`src/sv/sdht_pkg.sv`:
```
// ---------------------------------------------------------------------------
// sdht_pkg: shared types and codes for the surface damage history tracker
// Request kinds, result status codes, box and bounding-box types, FSM states.
// ---------------------------------------------------------------------------
package sdht_pkg;

    localparam int SERIAL_W = 32;
    localparam int SIZE_W   = 15;
    localparam int BOX_W    = 64;
    localparam int ENTRY_W  = SERIAL_W + BOX_W;
    localparam int COORD_W  = 18;

    localparam logic [1:0] KIND_COMMIT = 2'd0;
    localparam logic [1:0] KIND_DAMAGE = 2'd1;
    localparam logic [1:0] KIND_QUERY  = 2'd2;

    localparam logic [1:0] STATUS_ACK   = 2'd0;
    localparam logic [1:0] STATUS_COPY  = 2'd1;
    localparam logic [1:0] STATUS_REUSE = 2'd2;

    localparam logic [SERIAL_W-1:0] SERIAL_MAX = '1;

    // damage box, x in the low bits
    typedef struct packed {
        logic signed [15:0] h;
        logic signed [15:0] w;
        logic signed [15:0] y;
        logic signed [15:0] x;
    } t_box;

    // running bounding box, right/bottom edges exclusive
    typedef struct packed {
        logic                      any;
        logic signed [COORD_W-1:0] x0;
        logic signed [COORD_W-1:0] y0;
        logic signed [COORD_W-1:0] x1;
        logic signed [COORD_W-1:0] y1;
    } t_bbox;

    typedef struct packed {
        logic clear;
        logic add;
    } t_union_ctl;

    typedef enum logic [2:0] {
        ST_IDLE,
        ST_DECODE,
        ST_QCHECK,
        ST_WALK,
        ST_CUR,
        ST_CLAMP,
        ST_RESP
    } t_state;

endpackage

```
`src/sv/sdht_hist_ram.sv`:
```
// ---------------------------------------------------------------------------
// sdht_hist_ram: history entry storage
// One write port, one read port with registered read data.
// ---------------------------------------------------------------------------
module sdht_hist_ram #(
    parameter int DEPTH  = 16,
    parameter int ADDR_W = 4,
    parameter int DATA_W = 96
) (
    input  logic              i_clk,
    input  logic              i_we,
    input  logic [ADDR_W-1:0] i_waddr,
    input  logic [DATA_W-1:0] i_wdata,
    input  logic [ADDR_W-1:0] i_raddr,
    output logic [DATA_W-1:0] o_rdata
);

    logic [DATA_W-1:0] r_mem [DEPTH];
    logic [DATA_W-1:0] r_rdata;

    always_ff @(posedge i_clk) begin
        if (i_we) begin
            r_mem[i_waddr] <= i_wdata;
        end
        r_rdata <= r_mem[i_raddr];
    end

    assign o_rdata = r_rdata;

endmodule

```
`src/sv/sdht_union.sv`:
```
// ---------------------------------------------------------------------------
// sdht_union: shared bounding-box union unit
// Folds one box per cycle into an accumulator; empty boxes are ignored.
// ---------------------------------------------------------------------------
module sdht_union (
    input  logic                 i_clk,
    input  logic                 i_rst_n,
    input  sdht_pkg::t_union_ctl i_ctl,
    input  sdht_pkg::t_box       i_box,
    output sdht_pkg::t_bbox      o_acc
);

    sdht_pkg::t_bbox r_acc;
    sdht_pkg::t_bbox n_acc;

    logic                               live;
    logic signed [sdht_pkg::COORD_W-1:0] bx0;
    logic signed [sdht_pkg::COORD_W-1:0] by0;
    logic signed [sdht_pkg::COORD_W-1:0] bx1;
    logic signed [sdht_pkg::COORD_W-1:0] by1;

    assign live = (i_box.w > 16'sd0) && (i_box.h > 16'sd0);
    assign bx0  = {{2{i_box.x[15]}}, i_box.x};
    assign by0  = {{2{i_box.y[15]}}, i_box.y};
    assign bx1  = bx0 + {{2{i_box.w[15]}}, i_box.w};
    assign by1  = by0 + {{2{i_box.h[15]}}, i_box.h};

    always_comb begin
        n_acc = r_acc;
        if (i_ctl.clear) begin
            n_acc = '0;
        end else if (i_ctl.add && live) begin
            if (!r_acc.any) begin
                n_acc.any = 1'b1;
                n_acc.x0  = bx0;
                n_acc.y0  = by0;
                n_acc.x1  = bx1;
                n_acc.y1  = by1;
            end else begin
                if (bx0 < r_acc.x0) n_acc.x0 = bx0;
                if (by0 < r_acc.y0) n_acc.y0 = by0;
                if (bx1 > r_acc.x1) n_acc.x1 = bx1;
                if (by1 > r_acc.y1) n_acc.y1 = by1;
            end
        end
    end

    always_ff @(posedge i_clk) begin
        if (!i_rst_n) begin
            r_acc <= '0;
        end else begin
            r_acc <= n_acc;
        end
    end

    assign o_acc = r_acc;

endmodule

```
`src/sv/surface_damage_history_tracker_top.sv`:
```
// ---------------------------------------------------------------------------
// surface_damage_history_tracker_top: damage history of one surface
// Keeps epoch, serial, geometry and a ring of serial-stamped damage boxes;
// answers texture upload queries with the region that must be copied.
// ---------------------------------------------------------------------------
//  channel   direction  handshake              payload
//  s_axis    in         tvalid/tready          tuser kind, tdata item fields
//  m_axis    out        tvalid/tready          tuser status, tdata region/stamps
//  cfg       in         i_cfg_we (no wait)     i_cfg_wdata surface_id
//
//  Commit, damage and ignored requests pass through decode to the response
//  state; a query may add the history check, the walk over the kept history
//  entries, the current box and the clamp, and its time is set by the walk:
//  one RAM read and one pass of the shared union unit per entry. Reset is
//  synchronous, active low; the history RAM is not cleared, only entries below
//  the fill count are read. A result waits in the output register; the
//  sequencer holds before loading it while the previous result is still not taken.
// ---------------------------------------------------------------------------
module surface_damage_history_tracker_top #(
    parameter int HISTORY_DEPTH = 16
) (
    input  logic         i_clk,
    input  logic         i_rst_n,
    input  logic         i_cfg_we,
    input  logic [31:0]  i_cfg_wdata,
    input  logic         s_axis_tvalid,
    output logic         s_axis_tready,
    // [14:0] width, [29:15] height, [30] remap, [46:31] box_x,
    // [62:47] box_y, [78:63] box_w, [94:79] box_h, [95] texture_fresh,
    // [127:96] owner_id, [159:128] tex_epoch, [191:160] tex_serial
    input  logic [191:0] s_axis_tdata,
    // [1:0] kind
    input  logic [1:0]   s_axis_tuser,
    output logic         m_axis_tvalid,
    input  logic         m_axis_tready,
    // [14:0] copy_x, [29:15] copy_y, [44:30] copy_w, [59:45] copy_h,
    // [91:60] new_epoch, [123:92] new_serial, [127:124] zero
    output logic [127:0] m_axis_tdata,
    // [1:0] status
    output logic [1:0]   m_axis_tuser
);

    localparam int PTR_W = (HISTORY_DEPTH > 1) ? $clog2(HISTORY_DEPTH) : 1;
    localparam int CNT_W = $clog2(HISTORY_DEPTH + 1);
    localparam int SUM_W = PTR_W + 2;
    localparam int CW    = sdht_pkg::COORD_W;
    localparam logic [CNT_W-1:0] DEPTH_C  = CNT_W'(HISTORY_DEPTH);
    localparam logic [PTR_W-1:0] LAST_PTR = PTR_W'(HISTORY_DEPTH - 1);
    localparam logic [SUM_W-1:0] DEPTH_S  = SUM_W'(HISTORY_DEPTH);

    function automatic logic [PTR_W-1:0] ptr_inc(input logic [PTR_W-1:0] p);
        ptr_inc = (p == LAST_PTR) ? '0 : p + PTR_W'(1);
    endfunction

    // state
    sdht_pkg::t_state r_state;
    sdht_pkg::t_state n_state;

    logic [31:0]      r_surface_id;
    logic [31:0]      r_epoch;
    logic [31:0]      r_serial;
    logic [14:0]      r_hist_w;
    logic [14:0]      r_hist_h;
    logic             r_geom_valid;
    logic [CNT_W-1:0] r_count;
    logic [PTR_W-1:0] r_head;
    logic [PTR_W-1:0] r_rd_ptr;
    logic [CNT_W-1:0] r_remaining;
    logic             r_first;

    // captured request
    logic [1:0]       r_kind;
    logic [14:0]      r_w;
    logic [14:0]      r_h;
    logic             r_remap;
    sdht_pkg::t_box   r_box;
    logic             r_fresh;
    logic [31:0]      r_owner;
    logic [31:0]      r_oepoch;
    logic [31:0]      r_cserial;

    // pending result
    logic [1:0]       r_res_status;
    logic [14:0]      r_res_x;
    logic [14:0]      r_res_y;
    logic [14:0]      r_res_w;
    logic [14:0]      r_res_h;
    logic             r_res_stamp;

    // output register
    logic             r_out_valid;
    logic [1:0]       r_out_status;
    logic [127:0]     r_out_data;

    logic s_accept;
    logic res_load;

    assign s_accept      = s_axis_tvalid && s_axis_tready;
    assign s_axis_tready = (r_state == sdht_pkg::ST_IDLE);
    assign res_load      = (r_state == sdht_pkg::ST_RESP) && (!r_out_valid || m_axis_tready);

    // derived decode terms
    logic             box_live;
    logic             serial_ones;
    logic [CNT_W-1:0] eff_count;
    logic             full;
    logic [SUM_W-1:0] wr_sum;
    logic [PTR_W-1:0] wr_ptr;
    logic [31:0]      dmg_serial;
    logic [31:0]      epoch_inc;
    logic [31:0]      epoch_next;
    logic             c_valid;
    logic             c_reset;
    logic             q_empty;
    logic             q_reset;
    logic             q_base;
    logic [31:0]      cs_plus1;

    assign box_live    = (r_box.w > 16'sd0) && (r_box.h > 16'sd0);
    assign serial_ones = (r_serial == sdht_pkg::SERIAL_MAX);
    assign eff_count   = serial_ones ? '0 : r_count;
    assign full        = (eff_count == DEPTH_C);
    // when full this wraps back onto the head, i.e. the oldest entry
    assign wr_sum      = SUM_W'(r_head) + SUM_W'(eff_count);
    assign wr_ptr      = (wr_sum >= DEPTH_S) ? PTR_W'(wr_sum - DEPTH_S) : PTR_W'(wr_sum);
    assign dmg_serial  = serial_ones ? 32'd1 : r_serial + 32'd1;
    assign epoch_inc   = r_epoch + 32'd1;
    assign epoch_next  = (epoch_inc == 32'd0) ? 32'd1 : epoch_inc;
    assign c_valid     = (r_w != '0) && (r_h != '0);
    assign c_reset     = r_remap || (r_geom_valid != c_valid) ||
                         (c_valid && ((r_hist_w != r_w) || (r_hist_h != r_h)));
    assign q_empty     = (r_w == '0) || (r_h == '0);
    assign q_reset     = box_live && serial_ones;
    assign q_base      = !r_fresh && r_geom_valid && (r_owner == r_surface_id) &&
                         (r_oepoch == r_epoch) && (r_cserial <= r_serial);
    assign cs_plus1    = r_cserial + 32'd1;

    // history RAM
    logic                         ram_we;
    logic [PTR_W-1:0]             ram_raddr;
    logic [sdht_pkg::ENTRY_W-1:0] ram_rdata;
    logic [31:0]                  e_serial;
    sdht_pkg::t_box               e_box;
    logic                         stale_first;
    logic                         e_newer;

    assign e_serial    = ram_rdata[sdht_pkg::ENTRY_W-1 -: 32];
    assign e_box       = sdht_pkg::t_box'(ram_rdata[sdht_pkg::BOX_W-1:0]);
    assign stale_first = r_first && (e_serial > cs_plus1);
    assign e_newer     = e_serial > r_cserial;

    sdht_hist_ram #(
        .DEPTH  (HISTORY_DEPTH),
        .ADDR_W (PTR_W),
        .DATA_W (sdht_pkg::ENTRY_W)
    ) u_ram (
        .i_clk   (i_clk),
        .i_we    (ram_we),
        .i_waddr (wr_ptr),
        .i_wdata ({dmg_serial, r_box}),
        .i_raddr (ram_raddr),
        .o_rdata (ram_rdata)
    );

    // union unit
    sdht_pkg::t_union_ctl uni_ctl;
    sdht_pkg::t_box       uni_box;
    sdht_pkg::t_bbox      acc;

    assign uni_box = (r_state == sdht_pkg::ST_WALK) ? e_box : r_box;

    sdht_union u_union (
        .i_clk   (i_clk),
        .i_rst_n (i_rst_n),
        .i_ctl   (uni_ctl),
        .i_box   (uni_box),
        .o_acc   (acc)
    );

    // clamp of the union to the buffer
    logic signed [CW-1:0] buf_w;
    logic signed [CW-1:0] buf_h;
    logic signed [CW-1:0] cl_x;
    logic signed [CW-1:0] cl_y;
    logic signed [CW-1:0] cl_r;
    logic signed [CW-1:0] cl_b;
    logic signed [CW-1:0] cl_w;
    logic signed [CW-1:0] cl_h;
    logic                 cl_copy;

    assign buf_w   = {3'b000, r_w};
    assign buf_h   = {3'b000, r_h};
    assign cl_x    = (acc.x0 < 0) ? '0 : acc.x0;
    assign cl_y    = (acc.y0 < 0) ? '0 : acc.y0;
    assign cl_r    = (acc.x1 < buf_w) ? acc.x1 : buf_w;
    assign cl_b    = (acc.y1 < buf_h) ? acc.y1 : buf_h;
    assign cl_w    = cl_r - cl_x;
    assign cl_h    = cl_b - cl_y;
    assign cl_copy = acc.any && (cl_x < buf_w) && (cl_y < buf_h) && (cl_w > 0) && (cl_h > 0);

    // sequencer
    always_ff @(posedge i_clk) begin
        if (!i_rst_n) begin
            r_state <= sdht_pkg::ST_IDLE;
        end else begin
            r_state <= n_state;
        end
    end

    always_comb begin
        n_state   = r_state;
        ram_we    = 1'b0;
        ram_raddr = r_rd_ptr;
        uni_ctl   = '0;
        case (r_state)
            sdht_pkg::ST_IDLE: begin
                if (s_accept) n_state = sdht_pkg::ST_DECODE;
            end
            sdht_pkg::ST_DECODE: begin
                n_state = sdht_pkg::ST_RESP;
                if (r_kind == sdht_pkg::KIND_DAMAGE) begin
                    ram_we = box_live;
                end else if (r_kind == sdht_pkg::KIND_QUERY && !q_empty) begin
                    n_state = sdht_pkg::ST_QCHECK;
                end
            end
            sdht_pkg::ST_QCHECK: begin
                ram_raddr     = r_head;
                uni_ctl.clear = 1'b1;
                if (!q_base) begin
                    n_state = sdht_pkg::ST_RESP;
                end else if (r_cserial == r_serial) begin
                    n_state = sdht_pkg::ST_CUR;
                end else if (r_count == '0) begin
                    n_state = sdht_pkg::ST_RESP;
                end else begin
                    n_state = sdht_pkg::ST_WALK;
                end
            end
            sdht_pkg::ST_WALK: begin
                if (stale_first) begin
                    n_state = sdht_pkg::ST_RESP;
                end else begin
                    uni_ctl.add = e_newer;
                    if (r_remaining == CNT_W'(1)) n_state = sdht_pkg::ST_CUR;
                end
            end
            sdht_pkg::ST_CUR: begin
                uni_ctl.add = 1'b1;
                n_state     = sdht_pkg::ST_CLAMP;
            end
            sdht_pkg::ST_CLAMP: begin
                n_state = sdht_pkg::ST_RESP;
            end
            sdht_pkg::ST_RESP: begin
                if (res_load) n_state = sdht_pkg::ST_IDLE;
            end
            default: begin
                n_state = sdht_pkg::ST_IDLE;
            end
        endcase
    end

    // request capture
    always_ff @(posedge i_clk) begin
        if (s_accept) begin
            r_kind    <= s_axis_tuser;
            r_w       <= s_axis_tdata[14:0];
            r_h       <= s_axis_tdata[29:15];
            r_remap   <= s_axis_tdata[30];
            r_box     <= sdht_pkg::t_box'(s_axis_tdata[94:31]);
            r_fresh   <= s_axis_tdata[95];
            r_owner   <= s_axis_tdata[127:96];
            r_oepoch  <= s_axis_tdata[159:128];
            r_cserial <= s_axis_tdata[191:160];
        end
    end

    // history state
    always_ff @(posedge i_clk) begin
        if (!i_rst_n) begin
            r_surface_id <= '0;
            r_epoch      <= '0;
            r_serial     <= '0;
            r_hist_w     <= '0;
            r_hist_h     <= '0;
            r_geom_valid <= 1'b0;
            r_count      <= '0;
            r_head       <= '0;
        end else begin
            if (i_cfg_we) r_surface_id <= i_cfg_wdata;
            if (r_state == sdht_pkg::ST_DECODE) begin
                case (r_kind)
                    sdht_pkg::KIND_COMMIT: begin
                        if (c_reset) begin
                            r_epoch      <= epoch_next;
                            r_serial     <= '0;
                            r_hist_w     <= r_w;
                            r_hist_h     <= r_h;
                            r_geom_valid <= c_valid;
                            r_count      <= '0;
                        end
                    end
                    sdht_pkg::KIND_DAMAGE: begin
                        if (box_live) begin
                            if (serial_ones) r_epoch <= epoch_next;
                            r_serial <= dmg_serial;
                            if (full) begin
                                r_head <= ptr_inc(r_head);
                            end else begin
                                r_count <= eff_count + CNT_W'(1);
                            end
                        end
                    end
                    sdht_pkg::KIND_QUERY: begin
                        if (!q_empty && q_reset) begin
                            r_epoch      <= epoch_next;
                            r_serial     <= '0;
                            r_hist_w     <= r_w;
                            r_hist_h     <= r_h;
                            r_geom_valid <= 1'b1;
                            r_count      <= '0;
                        end
                    end
                    default: begin
                    end
                endcase
            end
        end
    end

    // walk pointers and pending result
    always_ff @(posedge i_clk) begin
        case (r_state)
            sdht_pkg::ST_DECODE: begin
                r_res_status <= sdht_pkg::STATUS_ACK;
                r_res_x      <= '0;
                r_res_y      <= '0;
                r_res_w      <= '0;
                r_res_h      <= '0;
                r_res_stamp  <= 1'b0;
            end
            sdht_pkg::ST_QCHECK: begin
                r_res_stamp <= 1'b1;
                r_rd_ptr    <= ptr_inc(r_head);
                r_remaining <= r_count;
                r_first     <= 1'b1;
                // stale history or nothing kept: full frame
                if (!q_base || (r_cserial != r_serial && r_count == '0)) begin
                    r_res_status <= sdht_pkg::STATUS_COPY;
                    r_res_w      <= r_w;
                    r_res_h      <= r_h;
                end
            end
            sdht_pkg::ST_WALK: begin
                r_rd_ptr    <= ptr_inc(r_rd_ptr);
                r_remaining <= r_remaining - CNT_W'(1);
                r_first     <= 1'b0;
                if (stale_first) begin
                    r_res_status <= sdht_pkg::STATUS_COPY;
                    r_res_w      <= r_w;
                    r_res_h      <= r_h;
                end
            end
            sdht_pkg::ST_CLAMP: begin
                if (cl_copy) begin
                    r_res_status <= sdht_pkg::STATUS_COPY;
                    r_res_x      <= cl_x[14:0];
                    r_res_y      <= cl_y[14:0];
                    r_res_w      <= cl_w[14:0];
                    r_res_h      <= cl_h[14:0];
                end else begin
                    r_res_status <= sdht_pkg::STATUS_REUSE;
                end
            end
            default: begin
            end
        endcase
    end

    // output register
    logic [31:0] out_epoch;
    logic [31:0] out_serial;

    assign out_epoch  = r_res_stamp ? r_epoch : '0;
    assign out_serial = r_res_stamp ? (r_serial + {31'b0, box_live}) : '0;

    always_ff @(posedge i_clk) begin
        if (!i_rst_n) begin
            r_out_valid <= 1'b0;
        end else if (res_load) begin
            r_out_valid <= 1'b1;
        end else if (m_axis_tready) begin
            r_out_valid <= 1'b0;
        end
    end

    always_ff @(posedge i_clk) begin
        if (res_load) begin
            r_out_status <= r_res_status;
            r_out_data   <= {4'b0000, out_serial, out_epoch,
                             r_res_h, r_res_w, r_res_y, r_res_x};
        end
    end

    assign m_axis_tvalid = r_out_valid;
    assign m_axis_tuser  = r_out_status;
    assign m_axis_tdata  = r_out_data;

    // checks
    a_count_bound: assert property (@(posedge i_clk) disable iff (!i_rst_n)
        r_count <= DEPTH_C)
        else $error("history fill count beyond depth");

    a_busy_after_accept: assert property (@(posedge i_clk) disable iff (!i_rst_n)
        s_accept |=> !s_axis_tready)
        else $error("request taken while previous one in work");

    a_hold_result: assert property (@(posedge i_clk) disable iff (!i_rst_n)
        (r_state == sdht_pkg::ST_RESP && r_out_valid && !m_axis_tready)
            |=> (r_state == sdht_pkg::ST_RESP))
        else $error("result loaded over a pending one");

    a_walk_nonempty: assert property (@(posedge i_clk) disable iff (!i_rst_n)
        (r_state == sdht_pkg::ST_WALK) |-> (r_remaining != '0))
        else $error("history walk with no entries left");

endmodule
```
`config.mk`:
```
export PLATFORM = sky130hd
export DESIGN_NAME = surface_damage_history_tracker_top
export DESIGN_NICKNAME = d
export VERILOG_FILES = /design/src/sv/sdht_pkg.sv /design/src/sv/sdht_hist_ram.sv /design/src/sv/sdht_union.sv /design/src/sv/surface_damage_history_tracker_top.sv
export SDC_FILE = /design/constraint.sdc
export NUM_CORES = 2
export LEC_CHECK = 0
export BUFFER_PORTS_ARGS = -buffer_cell sky130_fd_sc_hd__buf_4
export CAP_MARGIN = 20
export CORE_ASPECT_RATIO = 0.9
export CORE_MARGIN = 5
export CORE_UTILIZATION = 30
export DETAILED_ROUTE_END_ITERATION = 8
export GPL_ROUTABILITY_DRIVEN = 0
export HOLD_SLACK_MARGIN = 0.06
export PLACE_DENSITY = 0.45
export REMOVE_ABC_BUFFERS = 1
export SETUP_SLACK_MARGIN = 0.2
export SLEW_MARGIN = 20
export SYNTH_ARGS = -nofsm -noshare
export SYNTH_HDL_FRONTEND = slang
export SYNTH_SLANG_ARGS = --single-unit
export TNS_END_PERCENT = 50
```
`constraint.sdc`:
```
create_clock -name i_clk -period 27.9 [get_ports i_clk]
set_input_delay 8.37 -clock i_clk [delete_from_list [all_inputs] [get_ports i_clk]]
set_output_delay 8.37 -clock i_clk [all_outputs]
set_load 0.02 [all_outputs]
```
==> run metrics <==
global route overflow 0; number of core rows 195; worst min-delay path category reg2reg; cell count after synthesis 6170; CTS-repair resized insts 0; DR pass1 iterations 6; count of input and output buffers 358; Least-Margin Pin Slew 1.093 ns; HPWL after detailed placement 179.3 mm; fraction of registers with async set or reset after synthesis 0%; slack of the worst reg-to-reg path 20.30 ns; vias after detailed routing 55280; R2R Path Start r_h[1]; run status finished clean; # DRC 0; Clk Latency, worst-skew pair 0.91 ns; horizontal extent of the die 601.6 um; clock-pin transition on the worst setup and hold timing paths 0.06 ns; post-route insts no fill 10970; final WL 292.7 mm; layout cells sized above 1 19.34%; Avg Vias per Cell 5.040; number of primary I/O pins 363; number of nets in the layout 7138; fmax 0.09538 GHz; final design instance area without fill 110900 sq um; total instance count after detailed placement 10480; clock skew after layout 0.1047 ns; cell at the slowest stage of the critical path sky130_fd_sc_hd__nor3_1; r2r worst-path depth 25; Max FO, Critical Path 16; number of global-route vias before repair 55660; Setup WS post-layout 17.42 ns; Core Area 313800 sq um; number of antenna violations at the first check in global routing 18; Crit Reg-Reg Endpoint r_res_h[8]; Die Ht 542.5 um; post-synthesis to final-layout area growth 17.33%; TritonCTS buffer count 265; max-slew violation count 0; hold path startpoint r_res_w[14]; Crit Path Category reg2out; synthesized flop and latch total 2232; CP max stage delay 0.54 ns; initial standard-cell utilization of the core 30.12%; cts hold-fix bufs 0; worst-case hold path end point m_axis_tdata[44]; launching element type of the critical path register; CTS Sinks 2232; Leakage 0.03759 uW; worst path buffer plus inverter count 1; number of warnings issued by yosys 0; Crit path max-delay family simple AND/OR/NAND/NOR gates; final antenna-violating net count 0; fraction of the yosys area taken by sequential cells 67.71%; Distinct cells, synth 92; cell chain of the critical path nor3_1, buf_4; endpoints failing hold 0; data arrival time at the worst-slack endpoint 2.11 ns; die area 326400 sq um; first-pass GRT wire length 416.5 mm; drt wl/cell 26.69 um; worst relative slew slack 26.76%; deepest clock path buffer count 4; critical path endpoint category output port; Worst Hold Margin 0.4064 ns; global-route usage over all layers 17.41%; drt initial violations 4772; maximum resistive drop on vdd 0.04374 mV; P per Cell Area 77.30 nW/um^2; data required time at the worst endpoint 19.53 ns; synthesized area per cell 15.32 sq um; Max Cap Viol 0; H-Tree Depth 5; dpl cell area 102300 sq um; Post-synth EDFFs 1929; count of endpoints failing setup in the final report 0; CTS tree done; post-placement worst setup slack 16.92 ns; TNS Setup 0 ns; total setup buffers inserted after CTS 0; setup repair after global routing missed its margin false; cell depth of the worst min-delay path 0; minimum period implied by the final worst setup slack 10.48 ns; share of the cycle needed by the critical path after routing 37.58%; largest net degree at the start of global routing 120; count of filler cells inserted in the layout 29870; Synth Flop Type sky130_fd_sc_hd__edfxtp_1; summed instance area of the synthesized netlist 94500 sq um; Root Driver sky130_fd_sc_hd__clkbuf_16
==> stage by stage <==
| stage | util [%] | power, uW |
|---|---|---|
| final | 35.34 | 8571 |
| after global routing | 35.34 | 8950 |
| after CTS | 35.33 | 8694 |
| after detailed placement | 32.60 | 5253 |
| after global placement | 32.60 | 5240 |
| after floorplan | - | 5203 |
==> state kept, by name, summed over array words and instances (netlist names), 15 cells and up <==
register,flops
u_ram.o_rdata,96
r_res_y,15
u_ram.r_mem,1536
r_w,15
r_serial,32
r_res_w,15
r_hist_w,15
r_surface_id,32
r_oepoch,32
m_axis_tdata,124
r_epoch,32
r_hist_h,15
u_union.o_acc,67
r_res_h,15
r_res_x,15
r_h,15
r_owner,32
r_box,64
r_cserial,32
==> routing by layer <==
metal	wire, um	up-vias	track usage (%)
met5	48	-	0
met4	5971	10	3.816
met3	13110	355	2.291
met2	135200	1356	27.85
met1	138400	28980	25.32
li1	-	24580	-
==> worst max-delay path by stage <==
| stage | to | cells after the start | start | slack [ns] |
|---|---|---|---|---|
| CTS | s_axis_tready | 2 | r_state[0] | 17.31 |
| global route | s_axis_tready | 2 | r_state[0] | 17.34 |
| detailed placement | m_axis_tdata[4] | 6 | m_axis_tready | 16.92 |
| global placement | m_axis_tdata[20] | 6 | m_axis_tready | 16.93 |
| floorplan | u_ram.o_rdata[90] | 7 | r_state[2] | -10.97 |
| finish | s_axis_tready | 2 | r_state[0] | 17.42 |
==> Yosys cell counts, types with 19 or more instances <==
cell type | instances | area [sq um]
sky130_fd_sc_hd__nor3_1 | 83 | 415.4
sky130_fd_sc_hd__a211oi_1 | 136 | 1021
sky130_fd_sc_hd__buf_2 | 78 | 390.4
sky130_fd_sc_hd__inv_1 | 246 | 923.4
sky130_fd_sc_hd__nand2_1 | 586 | 2200
sky130_fd_sc_hd__xor2_1 | 54 | 473.0
sky130_fd_sc_hd__dfxtp_1 | 303 | 6066
sky130_fd_sc_hd__a21o_1 | 49 | 367.9
sky130_fd_sc_hd__nor2b_1 | 19 | 118.9
sky130_fd_sc_hd__a21oi_1 | 166 | 830.8
sky130_fd_sc_hd__nand4_1 | 83 | 519.3
sky130_fd_sc_hd__clkbuf_1 | 167 | 626.9
sky130_fd_sc_hd__a22o_1 | 19 | 166.4
sky130_fd_sc_hd__or3_1 | 29 | 181.4
sky130_fd_sc_hd__a31oi_1 | 122 | 763.2
sky130_fd_sc_hd__o21ai_0 | 129 | 645.6
sky130_fd_sc_hd__buf_4 | 31 | 232.7
sky130_fd_sc_hd__edfxtp_1 | 1929 | 57930
sky130_fd_sc_hd__nor2_1 | 342 | 1284
sky130_fd_sc_hd__and2_1 | 167 | 1045
sky130_fd_sc_hd__and3_1 | 29 | 181.4
sky130_fd_sc_hd__xnor2_1 | 202 | 1769
sky130_fd_sc_hd__mux4_2 | 384 | 8648
sky130_fd_sc_hd__mux2i_1 | 74 | 740.7
sky130_fd_sc_hd__nand3_1 | 98 | 490.5
sky130_fd_sc_hd__nand2b_1 | 42 | 262.8
sky130_fd_sc_hd__nor4_1 | 56 | 350.3
sky130_fd_sc_hd__ha_1 | 294 | 3679
==> cell usage in the layout (no fill, tap or decap), types with 14 or more instances in the layout <==
master,synthesis,routed
sky130_fd_sc_hd__edfxtp_1,1929,1929
sky130_fd_sc_hd__nand2_1,586,584
sky130_fd_sc_hd__buf_4,31,453
sky130_fd_sc_hd__mux4_2,384,384
sky130_fd_sc_hd__nor2_1,342,317
sky130_fd_sc_hd__dfxtp_1,303,303
sky130_fd_sc_hd__ha_1,294,294
sky130_fd_sc_hd__clkbuf_16,0,272
sky130_fd_sc_hd__inv_1,246,245
sky130_fd_sc_hd__xnor2_1,202,195
sky130_fd_sc_hd__a21oi_1,166,166
sky130_fd_sc_hd__and2_1,167,165
sky130_fd_sc_hd__a211oi_1,136,136
sky130_fd_sc_hd__o21ai_0,129,129
sky130_fd_sc_hd__a31oi_1,122,122
sky130_fd_sc_hd__nand3_1,98,97
sky130_fd_sc_hd__nand4_1,83,83
sky130_fd_sc_hd__nor3_1,83,79
sky130_fd_sc_hd__clkbuf_1,167,75
sky130_fd_sc_hd__mux2i_1,74,70
sky130_fd_sc_hd__nor4_1,56,55
sky130_fd_sc_hd__xor2_1,54,53
sky130_fd_sc_hd__a21o_1,49,49
sky130_fd_sc_hd__nand2b_1,42,42
sky130_fd_sc_hd__clkinv_1,0,36
sky130_fd_sc_hd__clkinv_2,0,34
sky130_fd_sc_hd__and3_1,29,29
sky130_fd_sc_hd__or3_1,29,28
sky130_fd_sc_hd__clkbuf_8,0,25
sky130_fd_sc_hd__a22o_1,19,19
sky130_fd_sc_hd__nor2b_1,19,18
sky130_fd_sc_hd__o21a_1,17,17
sky130_fd_sc_hd__nor2_4,0,17
sky130_fd_sc_hd__buf_12,0,14
==> report_power, final <==
group	internal, uW	leakage [uW]	switching, uW
clock network	2000	0.00417	1410
registers	3780	0.0201	153
logic	492	0.0133	737
==> area by class of cell <==
type / count / area [sq um] / share of cell area (%)
Inverter: 248 / 935.9 / 0.8440
Timing Repair Buffer: 467 / 3681 / 3.320
Multi-Input combinational cell: 3394 / 28530 / 25.73
Antenna cell: 4 / 10.01 / 0.009027
Sequential cell: 2232 / 63990 / 57.71
Clock buffer: 372 / 7432 / 6.703
Tap cell: 4137 / 5176 / 4.668
Clock inverter: 113 / 1125 / 1.014
==> kinds of logic after synthesis <==
| kind of cell | synth area share (%) |
|---|---|
| other | 0.003968 |
| xor gates and xnor gates | 2.373 |
| buffers and inverters | 2.451 |
| AOI/OAI and AO/OA | 5.502 |
| and+or+nand+nor | 7.997 |
| DFF | 67.71 |
| muxes | 9.963 |
| adders and majority gates | 3.998 |
(Power assumes the default switching activity.)
